**src/rtl/core/ctqb_pkg.sv**
```systemverilog
// shared types and constants of the can transmit queue
`timescale 1ns / 1ps
`default_nettype none

package ctqb_pkg;

  // row of QueueDepth-1 cells (NumCells), so QueueDepth-1 frames fit
  localparam int unsigned QueueDepth = 16;
  localparam int unsigned NumCells   = QueueDepth - 1;

  localparam int unsigned IdWidth   = 11;
  localparam int unsigned LenWidth  = 4;
  localparam int unsigned DataWidth = 64;

  localparam logic [LenWidth-1:0] MaxLen = LenWidth'(8);

  typedef enum logic {
    CMD_SEND       = 1'b0,
    CMD_MBOX_EMPTY = 1'b1
  } cmd_e;

  typedef struct packed {
    logic [IdWidth-1:0]   cob_id;
    logic                 rtr;
    logic [LenWidth-1:0]  length;
    logic [DataWidth-1:0] payload;
  } frame_t;

  typedef struct packed {
    logic push;
    logic pop;
  } cell_ctrl_t;

  // bytes at and above len are cleared, len already saturated to 8
  function automatic logic [DataWidth-1:0] data_mask(input logic [LenWidth-1:0] len);
    logic [DataWidth-1:0] mask;
    mask = '0;
    for (int b = 0; b < 8; b++) begin
      if (LenWidth'(b) < len) begin
        mask[b*8 +: 8] = 8'hff;
      end
    end
    return mask;
  endfunction

endpackage

`default_nettype wire

```
**src/rtl/core/ctqb_if.sv**
```systemverilog
// request and response channel interfaces of the can transmit queue
`timescale 1ns / 1ps
`default_nettype none

interface ctqb_req_if;
  import ctqb_pkg::*;
  logic                 valid;
  logic                 ready;
  logic                 command;
  logic [IdWidth-1:0]   cob_id;
  logic                 rtr;
  logic [LenWidth-1:0]  length;
  logic [DataWidth-1:0] payload;
  logic                 mailbox_free;

  modport source (output valid, command, cob_id, rtr, length, payload, mailbox_free,
                  input ready);
  modport sink (input valid, command, cob_id, rtr, length, payload, mailbox_free,
                output ready);
endinterface

interface ctqb_rsp_if;
  import ctqb_pkg::*;
  logic                 valid;
  logic                 ready;
  logic                 accepted;
  logic                 emit_valid;
  logic [IdWidth-1:0]   emit_cob_id;
  logic                 emit_rtr;
  logic [LenWidth-1:0]  emit_length;
  logic [DataWidth-1:0] emit_payload;
  logic                 tx_irq_enable;

  modport source (output valid, accepted, emit_valid, emit_cob_id, emit_rtr, emit_length,
                  emit_payload, tx_irq_enable, input ready);
  modport sink (input valid, accepted, emit_valid, emit_cob_id, emit_rtr, emit_length,
                emit_payload, tx_irq_enable, output ready);
endinterface

`default_nettype wire

```
**src/rtl/core/ctqb_cell.sv**
```systemverilog
// one queue cell: holds a frame, loads at the tail, shifts toward the head on a pop
`timescale 1ns / 1ps
`default_nettype none

module ctqb_cell
  import ctqb_pkg::*;
(
  input  wire logic       clk_i,
  input  wire logic       rst_ni,
  input  wire cell_ctrl_t ctrl_i,
  input  wire frame_t     new_frame_i,
  input  wire logic       prev_valid_i,
  input  wire logic       next_valid_i,
  input  wire frame_t     next_frame_i,
  output logic            valid_o,
  output frame_t          frame_o
);

  logic   valid_q, valid_d;
  frame_t frame_q, frame_d;
  logic   load;

  // first empty cell behind a full one takes the new frame
  assign load = ctrl_i.push && !valid_q && prev_valid_i;

  always_comb begin
    valid_d = valid_q;
    frame_d = frame_q;
    if (ctrl_i.pop) begin
      valid_d = next_valid_i;
      frame_d = next_frame_i;
    end else if (load) begin
      valid_d = 1'b1;
      frame_d = new_frame_i;
    end
  end

  always_ff @(posedge clk_i or negedge rst_ni) begin
    if (!rst_ni) begin
      valid_q <= 1'b0;
    end else begin
      valid_q <= valid_d;
    end
  end

  always_ff @(posedge clk_i) begin
    frame_q <= frame_d;
  end

  assign valid_o = valid_q;
  assign frame_o = frame_q;

endmodule

`default_nettype wire

```
**src/rtl/core/can_tx_queue_with_bypass.sv**
```systemverilog
// top level of the can transmit queue with direct bypass to the controller
// usage:
//   req_i carries one request per handshake: a send request (frame plus
//   mailbox_free) or a mailbox-empty event from the controller
//   rsp_o returns exactly one response per request: send status, the frame
//   handed to the controller (if any) and the transmit interrupt enable
//   the response is registered: a request accepted at one edge has its
//   response valid after that edge; one request per cycle is sustained while
//   the receiver takes responses, set by the single response register
//   the backlog is a row of QueueDepth-1 cells; a pop shifts every cell
//   one place toward the head, a push fills the first empty cell
//   when the queue is full a send request is dropped with accepted low
//   reset clears all cell valid bits, backlog mode and the response valid bit;
//   the block takes requests in the first cycle after reset
//   if the receiver stalls, the held response stays put and req_i.ready
//   drops until it is taken, so no response is lost or repeated
`timescale 1ns / 1ps
`default_nettype none

module can_tx_queue_with_bypass
  import ctqb_pkg::*;
(
  input  wire logic clk_i,
  input  wire logic rst_ni,
  ctqb_req_if.sink  req_i,
  ctqb_rsp_if.source rsp_o
);

  // handshake
  logic accept;
  logic out_valid_q;

  assign req_i.ready = !out_valid_q || rsp_o.ready;
  assign accept      = req_i.valid && req_i.ready;

  // incoming frame, length saturated and unused bytes cleared once here
  logic [LenWidth-1:0] len_sat;
  frame_t              in_frame;

  assign len_sat = (req_i.length > MaxLen) ? MaxLen : req_i.length;

  always_comb begin
    in_frame.cob_id  = req_i.cob_id;
    in_frame.rtr     = req_i.rtr;
    in_frame.length  = len_sat;
    in_frame.payload = req_i.payload & data_mask(len_sat);
  end

  // backlog mode keeps the mailbox-empty interrupt armed
  logic backlog_q, backlog_d;

  // cell row
  logic       cell_valid [NumCells];
  frame_t     cell_frame [NumCells];
  cell_ctrl_t ctrl;
  logic       is_send;
  logic       bypass;
  logic       full;
  logic       head_valid;

  assign is_send    = (req_i.command == CMD_SEND);
  assign bypass     = is_send && !backlog_q && req_i.mailbox_free;
  assign full       = cell_valid[NumCells-1];
  assign head_valid = cell_valid[0];

  assign ctrl.push = accept && is_send && !bypass && !full;
  assign ctrl.pop  = accept && !is_send && head_valid;

  for (genvar i = 0; i < NumCells; i++) begin : g_cell
    logic   prev_valid;
    logic   next_valid;
    frame_t next_frame;

    // head cell sees a full neighbour before it, tail cell an empty one after it
    if (i == 0) begin : g_head
      assign prev_valid = 1'b1;
    end else begin : g_mid_prev
      assign prev_valid = cell_valid[i-1];
    end

    if (i == NumCells - 1) begin : g_tail
      assign next_valid = 1'b0;
      assign next_frame = '0;
    end else begin : g_mid_next
      assign next_valid = cell_valid[i+1];
      assign next_frame = cell_frame[i+1];
    end

    ctqb_cell u_cell (
      .clk_i        (clk_i),
      .rst_ni       (rst_ni),
      .ctrl_i       (ctrl),
      .new_frame_i  (in_frame),
      .prev_valid_i (prev_valid),
      .next_valid_i (next_valid),
      .next_frame_i (next_frame),
      .valid_o      (cell_valid[i]),
      .frame_o      (cell_frame[i])
    );
  end

  // response of this request
  logic   res_accepted;
  logic   res_emit;
  frame_t res_frame;

  always_comb begin
    backlog_d    = backlog_q;
    res_accepted = 1'b0;
    res_emit     = 1'b0;
    res_frame    = '0;
    if (is_send) begin
      if (bypass) begin
        res_accepted = 1'b1;
        res_emit     = 1'b1;
        res_frame    = in_frame;
      end else begin
        // frame queued, or dropped on a full queue; backlog on either way
        res_accepted = !full;
        backlog_d    = 1'b1;
      end
    end else begin
      if (head_valid) begin
        res_emit  = 1'b1;
        res_frame = cell_frame[0];
      end else begin
        // nothing left to send, interrupt off
        backlog_d = 1'b0;
      end
    end
  end

  always_ff @(posedge clk_i or negedge rst_ni) begin
    if (!rst_ni) begin
      backlog_q   <= 1'b0;
      out_valid_q <= 1'b0;
    end else begin
      if (accept) begin
        backlog_q   <= backlog_d;
        out_valid_q <= 1'b1;
      end else if (rsp_o.ready) begin
        out_valid_q <= 1'b0;
      end
    end
  end

  // response register, payload needs no reset
  logic   out_accepted_q;
  logic   out_emit_q;
  frame_t out_frame_q;
  logic   out_irq_q;

  always_ff @(posedge clk_i) begin
    if (accept) begin
      out_accepted_q <= res_accepted;
      out_emit_q     <= res_emit;
      out_frame_q    <= res_frame;
      out_irq_q      <= backlog_d;
    end
  end

  assign rsp_o.valid         = out_valid_q;
  assign rsp_o.accepted      = out_accepted_q;
  assign rsp_o.emit_valid    = out_emit_q;
  assign rsp_o.emit_cob_id   = out_frame_q.cob_id;
  assign rsp_o.emit_rtr      = out_frame_q.rtr;
  assign rsp_o.emit_length   = out_frame_q.length;
  assign rsp_o.emit_payload  = out_frame_q.payload;
  assign rsp_o.tx_irq_enable = out_irq_q;

endmodule

`default_nettype wire
```
**src/flat_wrapper.sv**
```systemverilog
// flat-port wrapper written by rule: the top's interface ports become plain ports
module can_tx_queue_with_bypass_flat import ctqb_pkg::*;
  (clk_i, rst_ni, req_i_valid, req_i_command, req_i_cob_id, req_i_rtr, req_i_length, req_i_payload, req_i_mailbox_free, req_i_ready, rsp_o_valid, rsp_o_accepted, rsp_o_emit_valid, rsp_o_emit_cob_id, rsp_o_emit_rtr, rsp_o_emit_length, rsp_o_emit_payload, rsp_o_tx_irq_enable, rsp_o_ready);
  ctqb_req_if req_i_i ();
  ctqb_rsp_if rsp_o_i ();
  input  wire logic clk_i;
  input  wire logic rst_ni;
  input wire logic [$bits(req_i_i.valid)-1:0] req_i_valid;
  input wire logic [$bits(req_i_i.command)-1:0] req_i_command;
  input wire logic [$bits(req_i_i.cob_id)-1:0] req_i_cob_id;
  input wire logic [$bits(req_i_i.rtr)-1:0] req_i_rtr;
  input wire logic [$bits(req_i_i.length)-1:0] req_i_length;
  input wire logic [$bits(req_i_i.payload)-1:0] req_i_payload;
  input wire logic [$bits(req_i_i.mailbox_free)-1:0] req_i_mailbox_free;
  output wire logic [$bits(req_i_i.ready)-1:0] req_i_ready;
  output wire logic [$bits(rsp_o_i.valid)-1:0] rsp_o_valid;
  output wire logic [$bits(rsp_o_i.accepted)-1:0] rsp_o_accepted;
  output wire logic [$bits(rsp_o_i.emit_valid)-1:0] rsp_o_emit_valid;
  output wire logic [$bits(rsp_o_i.emit_cob_id)-1:0] rsp_o_emit_cob_id;
  output wire logic [$bits(rsp_o_i.emit_rtr)-1:0] rsp_o_emit_rtr;
  output wire logic [$bits(rsp_o_i.emit_length)-1:0] rsp_o_emit_length;
  output wire logic [$bits(rsp_o_i.emit_payload)-1:0] rsp_o_emit_payload;
  output wire logic [$bits(rsp_o_i.tx_irq_enable)-1:0] rsp_o_tx_irq_enable;
  input wire logic [$bits(rsp_o_i.ready)-1:0] rsp_o_ready;
  assign req_i_i.valid = req_i_valid;
  assign req_i_i.command = req_i_command;
  assign req_i_i.cob_id = req_i_cob_id;
  assign req_i_i.rtr = req_i_rtr;
  assign req_i_i.length = req_i_length;
  assign req_i_i.payload = req_i_payload;
  assign req_i_i.mailbox_free = req_i_mailbox_free;
  assign req_i_ready = req_i_i.ready;
  assign rsp_o_valid = rsp_o_i.valid;
  assign rsp_o_accepted = rsp_o_i.accepted;
  assign rsp_o_emit_valid = rsp_o_i.emit_valid;
  assign rsp_o_emit_cob_id = rsp_o_i.emit_cob_id;
  assign rsp_o_emit_rtr = rsp_o_i.emit_rtr;
  assign rsp_o_emit_length = rsp_o_i.emit_length;
  assign rsp_o_emit_payload = rsp_o_i.emit_payload;
  assign rsp_o_tx_irq_enable = rsp_o_i.tx_irq_enable;
  assign rsp_o_i.ready = rsp_o_ready;
  can_tx_queue_with_bypass u_core (.clk_i(clk_i), .rst_ni(rst_ni), .req_i(req_i_i), .rsp_o(rsp_o_i));
endmodule
```
**config.mk**
```make
export PLATFORM = sky130hd
export DESIGN_NAME = can_tx_queue_with_bypass_flat
export DESIGN_NICKNAME = d
export VERILOG_FILES = /design/src/rtl/core/ctqb_pkg.sv /design/src/rtl/core/ctqb_if.sv /design/src/rtl/core/ctqb_cell.sv /design/src/rtl/core/can_tx_queue_with_bypass.sv /design/src/flat_wrapper.sv
export SDC_FILE = /design/constraint.sdc
export NUM_CORES = 2
export LEC_CHECK = 0
export BUFFER_PORTS_ARGS = -buffer_cell sky130_fd_sc_hd__buf_4
export CORE_MARGIN = 2
export CORE_UTILIZATION = 45
export DETAILED_ROUTE_END_ITERATION = 8
export SLEW_MARGIN = 15
export SYNTH_ARGS = -nofsm -noshare
export SYNTH_HDL_FRONTEND = slang
export SYNTH_HIERARCHICAL = 1
export SYNTH_SLANG_ARGS = --single-unit
```
**constraint.sdc**
```tcl
create_clock -name clk_i -period 12.8 [get_ports clk_i]
set_clock_uncertainty 0.2 [all_clocks]
set_input_delay 2.56 -clock clk_i [delete_from_list [all_inputs] [get_ports clk_i]]
set_output_delay 2.56 -clock clk_i [all_outputs]
set_load 0.005 [all_outputs]
```
# [Yosys cells after proc, flatten, opt, wreduce, memory -nomap -nowiden]
# Index checks and enable logic that the tools add are counted.
[word_totals] regBits=1300 inputBits=86
[classes] order_cmp=9 muxes=79 bitwise_logic=2 reduce_logical=72
[ops] operator="two-way mux 80 bit" count=31
[ops] operator="AND 64 bit" count=1
[ops] operator="two-way mux 8 bit" count=8
[ops] operator="two-way mux 1 bit" count=39
[ops] operator="logical AND 1 bit" count=37
[ops] operator="nonzero test 2 bit" count=16
[ops] operator="zero test 1 bit" count=18
[ops] operator="less-than comparator 3 x 4 -> 1 bit, first input constant" count=4
[ops] operator="less-than comparator 1 x 4 -> 1 bit, first input constant" count=2
[ops] operator="less-than comparator 2 x 4 -> 1 bit, first input constant" count=2
[ops] operator="greater-than comparator 4 bit, second input constant" count=1
[ops] operator="two-way mux 4 bit" count=1
[ops] operator="logical OR 1 bit" count=1
[ops] operator="NOT 1 bit" count=1

# [Depth between registers and ports, before layout]
[logic_depth] ltp_word=10 depth_mapped=7 mapped_depth_nobuf=5

# [Hierarchy]
# The synthesis kept the hierarchy.
[modules_own_cells] module="ctqb_cell" instances=15 cells_per_inst=175 area_each_um2=3701.0 seq_area_each_um2=2427.3
[modules_own_cells] module="can_tx_queue_with_bypass" instances=1 cells_per_inst=290 area_each_um2=4050.1 seq_area_each_um2=2542.4

# [Least setup slack after synthesis]
# OpenSTA, ideal clock, no wires.
[synth_timing] kind="input port to flip-flop" from="input rsp_o_ready" to="register u_core.g_cell[0].u_cell.frame_q, in the netlist u_core/g_cell[0].u_cell/frame_o[0] (enable)" t_arrival_ps=7832 required_ps=12065 setup_slack_ps=4233 path_stages=5 cell_sequence="nand2b_1 > nand2_1 > nor4_1 > nand2_1 > o21bai_1"
[synth_lines] item="start: declaration" line_no="flat_wrapper.sv:24" text="input wire logic [$bits(rsp_o_i.ready)-1:0] rsp_o_ready;"
[synth_lines] item="end signal: assignment" line_no="ctqb_cell.sv:47" text="frame_q <= frame_d;"
[synth_lines] item="end: declaration" line_no="ctqb_cell.sv:20" text="frame_t frame_q, frame_d;"

==> flow_metrics.tcl <==
set metrics [dict create \
    area_growth_pct 12.2 \
    nets 3293 \
    start_util 0.453 \
    syn-cell-area_mm2 0.0596 \
    holdWs_ns 0.332 \
    grt_max_degree 162 \
    hp-start "u_core/g_cell[0].u_cell/frame_o[27]" \
    postCtsHoldBufs 0 \
    final_area_mm2 0.0668 \
    drt_wl_total_mm 113 \
    wire_per_inst_um 22.4 \
    post-route-period-util 0.526 \
    worstMarginPinSlew_ns 1.24 \
    p_seq_frac 0.493 \
    clock_latency_ns 0.74 \
    period_needed_ns 6.73 \
    maxSlewViolCount 0 \
    drive_gt1_frac 0.499 \
    cts_resized 0 \
    drt-vias-per-instance 5.22 \
    clockBufferDepth 3 \
    die_w_um 368 \
    track_usage 0.168 \
    cts.sinks 1300 \
    synth_cells 2915 \
    cts_buffers 138 \
    crit_path_start "rsp_o_ready" \
    place_area_mm2 0.0625 \
    p_clk_frac 0.345 \
    relSlewSlack 0.173 \
    clkTransAtPathRegs_ns 0.06 \
    htreeDepth 4 \
    globalplace.congestion 0.766 \
    num_rows 133 \
    antennaDiodeCount 0 \
    end_kind "register" \
    crit_path_top_delay_cell "buf_4" \
    syn_avg_cell_area_um2 20.4 \
    hold_violations 0 \
    antenna_found_initial 1 \
    peakVddDrop_uv 129 \
    place_hpwl_mm 62.6 \
    dieArea_mm2 0.135 \
    drv_cap 0 \
    arrival_ns 7.01 \
    grt_overflow_total 0 \
    path_max_fanout 152 \
    critPathMaxStageDelay_ns 0.96 \
    vias 26400 \
    outcome "finished clean" \
    p_leak_nw 24.3 \
    combPwrFrac 0.161 \
    cts_tree "done" \
    drtIter0Drc 1971 \
    grt_pass1_vias 27900 \
    drtPass1Iterations 5 \
    fmax_mhz 149 \
    critPathKind "primary input to register" \
    synth-simple-area-share 0.0140 \
    synth.distinct_cells 34 \
    cp-start-kind "primary input" \
    synth_top_family_by_area "multiplexers" \
    cp_cell_sequence "buf_4 -> nand2b_1 -> nand2_1 -> nor2_4 -> buf_12 -> buf_12 -> buf_4 -> mux2_4" \
    synth_fa_ha_area_frac 0 \
    portBuffers 170 \
    core_mm2 0.131 \
    ys_ff_latch 1300 \
    die_y_um 368 \
    r2r-start "u_core/rsp_o.valid" \
    crit_family "buffers and inverters" \
    grt_pass1_wl_mm 175 \
    p_per_area_mw_per_mm2 166 \
    finalSetupTns_ns 0 \
    hp-class "register to register" \
    io_pins 171 \
    synth_compound_area_frac 0.0161 \
    drc_errors 0 \
    post_synth_xor_area_fraction 0 \
    drtAntennaViolNets 0 \
    ys_seq_area_frac 0.654 \
    crit_buf_inv 4 \
    p_sw_frac 0.235 \
    synth_warnings 6 \
    switchingPower_mw 2.61 \
    muxShareOfSynthArea 0.290 \
    p_int_mw 8.49 \
    rsz0062_at_grt "false" \
    post_cts_buffers 0 \
    clockRootBuffer "clkbuf_16" \
    cp_data_required_time_ns 13.08 \
    setup_violations 0 \
]
==> cells in the mapped netlist (all sizes together) <==
cell type	n	area, um2
a211oi	1	20.0
a21oi	19	106
a22o	79	692
a31oi	2	18.8
and2	10	62.6
and2b	3	22.5
and4b	1	10.0
buf	142	1470
clkbuf	11	42.5
conb	2	7.51
dfrtp	17	425
edfxtp	1283	38500
inv	3	11.3
mux2	1200	17300
nand2	20	75.1
nand2b	3	18.8
nor2	25	134
nor2b	72	450
nor3	2	21.3
nor4	2	27.5
o21ai	2	10.0
o21bai	15	113
or3b	1	11.3
==> cell usage in the layout, fill, tap and decap left out, types with 2 or more instances in the layout <==
cell type     n
edfxtp_1   1283
o21bai_4     15
clkbuf_1     30
nor2_1       17
mux2_4     1005
nor2_4        7
dfrtp_1      17
a22o_1       79
clkinv_1     36
conb_1       82
a21oi_1      18
buf_4       218
clkinv_2     12
and2_1        8
nor2b_1      51
bufinv_16    11
mux2_2      195
and2b_1       3
clkbuf_16   143
inv_1         2
nand2_1      20
nor2b_2      21
buf_12        7
nand2b_1      3
==> power groups by stage <==
stage	clock network (mW)	registers, mW	logic [mW]
global placement	0	5.55	1.76
finish	3.83	5.48	1.79
global route	4.11	5.52	1.91
CTS	3.95	5.48	1.81
detailed placement	0	5.57	1.80
floorplan	0	5.57	1.40
==> layer usage <==
layer	wire (um)	part of all wire	global-route usage
met1	52500	0.46	0.232
met2	53500	0.47	0.266
met3	4280	0.038	0.0316
met4	3230	0.028	0.0584
met5	0	0	0
==> state kept, by name, summed over array words and instances, names as in the netlist <==
register,count
u_core/rsp_o.accepted,1
u_core/g_cell.u_cell/frame_o,1200
u_core/backlog_q,1
u_core/rsp_o.emit_rtr,1
u_core/rsp_o.tx_irq_enable,1
u_core/rsp_o.emit_payload,64
u_core/rsp_o.emit_length,4
u_core/rsp_o.valid,1
u_core/g_cell.u_cell/valid_o,15
u_core/rsp_o.emit_valid,1
u_core/rsp_o.emit_cob_id,11
==> kinds of logic after synthesis <==
kind of cell	count (synthesis)
DFF	1300
muxes	1200
buffers and inverters	156
and+or+nand+nor	139
AOI/OAI and AO/OA	118
other	2
==> per-stage QoR <==
stage	power (mW)	setup WS [ns]	utilization	std cells
finish	11.1	6.07	0.508	5058
global route	11.5	5.95	0.508	5058
CTS	11.2	6.27	0.508	5058
detailed placement	7.37	5.46	0.476	4822
global placement	7.31	5.60	0.476	4822
floorplan	6.96	4.23	-	2995
==> worst reg2reg max path, cell delays in order, from the launching register on <==
cell and delay, ns:
dfrtp_1 0.38, nand2b_1 0.17, nand2_1 0.22, nor2_4 0.72, buf_12 0.78, buf_12 0.91
buf_4 1.18, mux2_4 0.38
==> layout make-up <==
cell class | count | area [um2]
flip-flops and latches | 1300 | 39000
inverters | 3 | 13.8
fillers | 10600 | 64600
multi-input cells | 1539 | 19600
clock buffers | 173 | 3690
clock inverters | 63 | 562
repair buffers | 225 | 1780
well taps | 1755 | 2200
==> final timing paths <==
| check | depth (start not counted) | to | slack, ns |
|---|---|---|---|
| max in group asynchronous | 1 | u_core/g_cell[10].u_cell/valid_o | 10.71 |
| worst max register to register | 7 | u_core/g_cell[3].u_cell/frame_o[54] | 7.59 |
| worst min-delay path | 1 | u_core/rsp_o.emit_payload[27] | 0.33 |
| worst min register to register | 1 | u_core/rsp_o.emit_payload[27] | 0.33 |
| min in group asynchronous | 1 | u_core/rsp_o.valid | 1.48 |
| worst max-delay path | 8 | u_core/g_cell[3].u_cell/frame_o[54] | 6.07 |
Power figures use the tool's default switching activity.
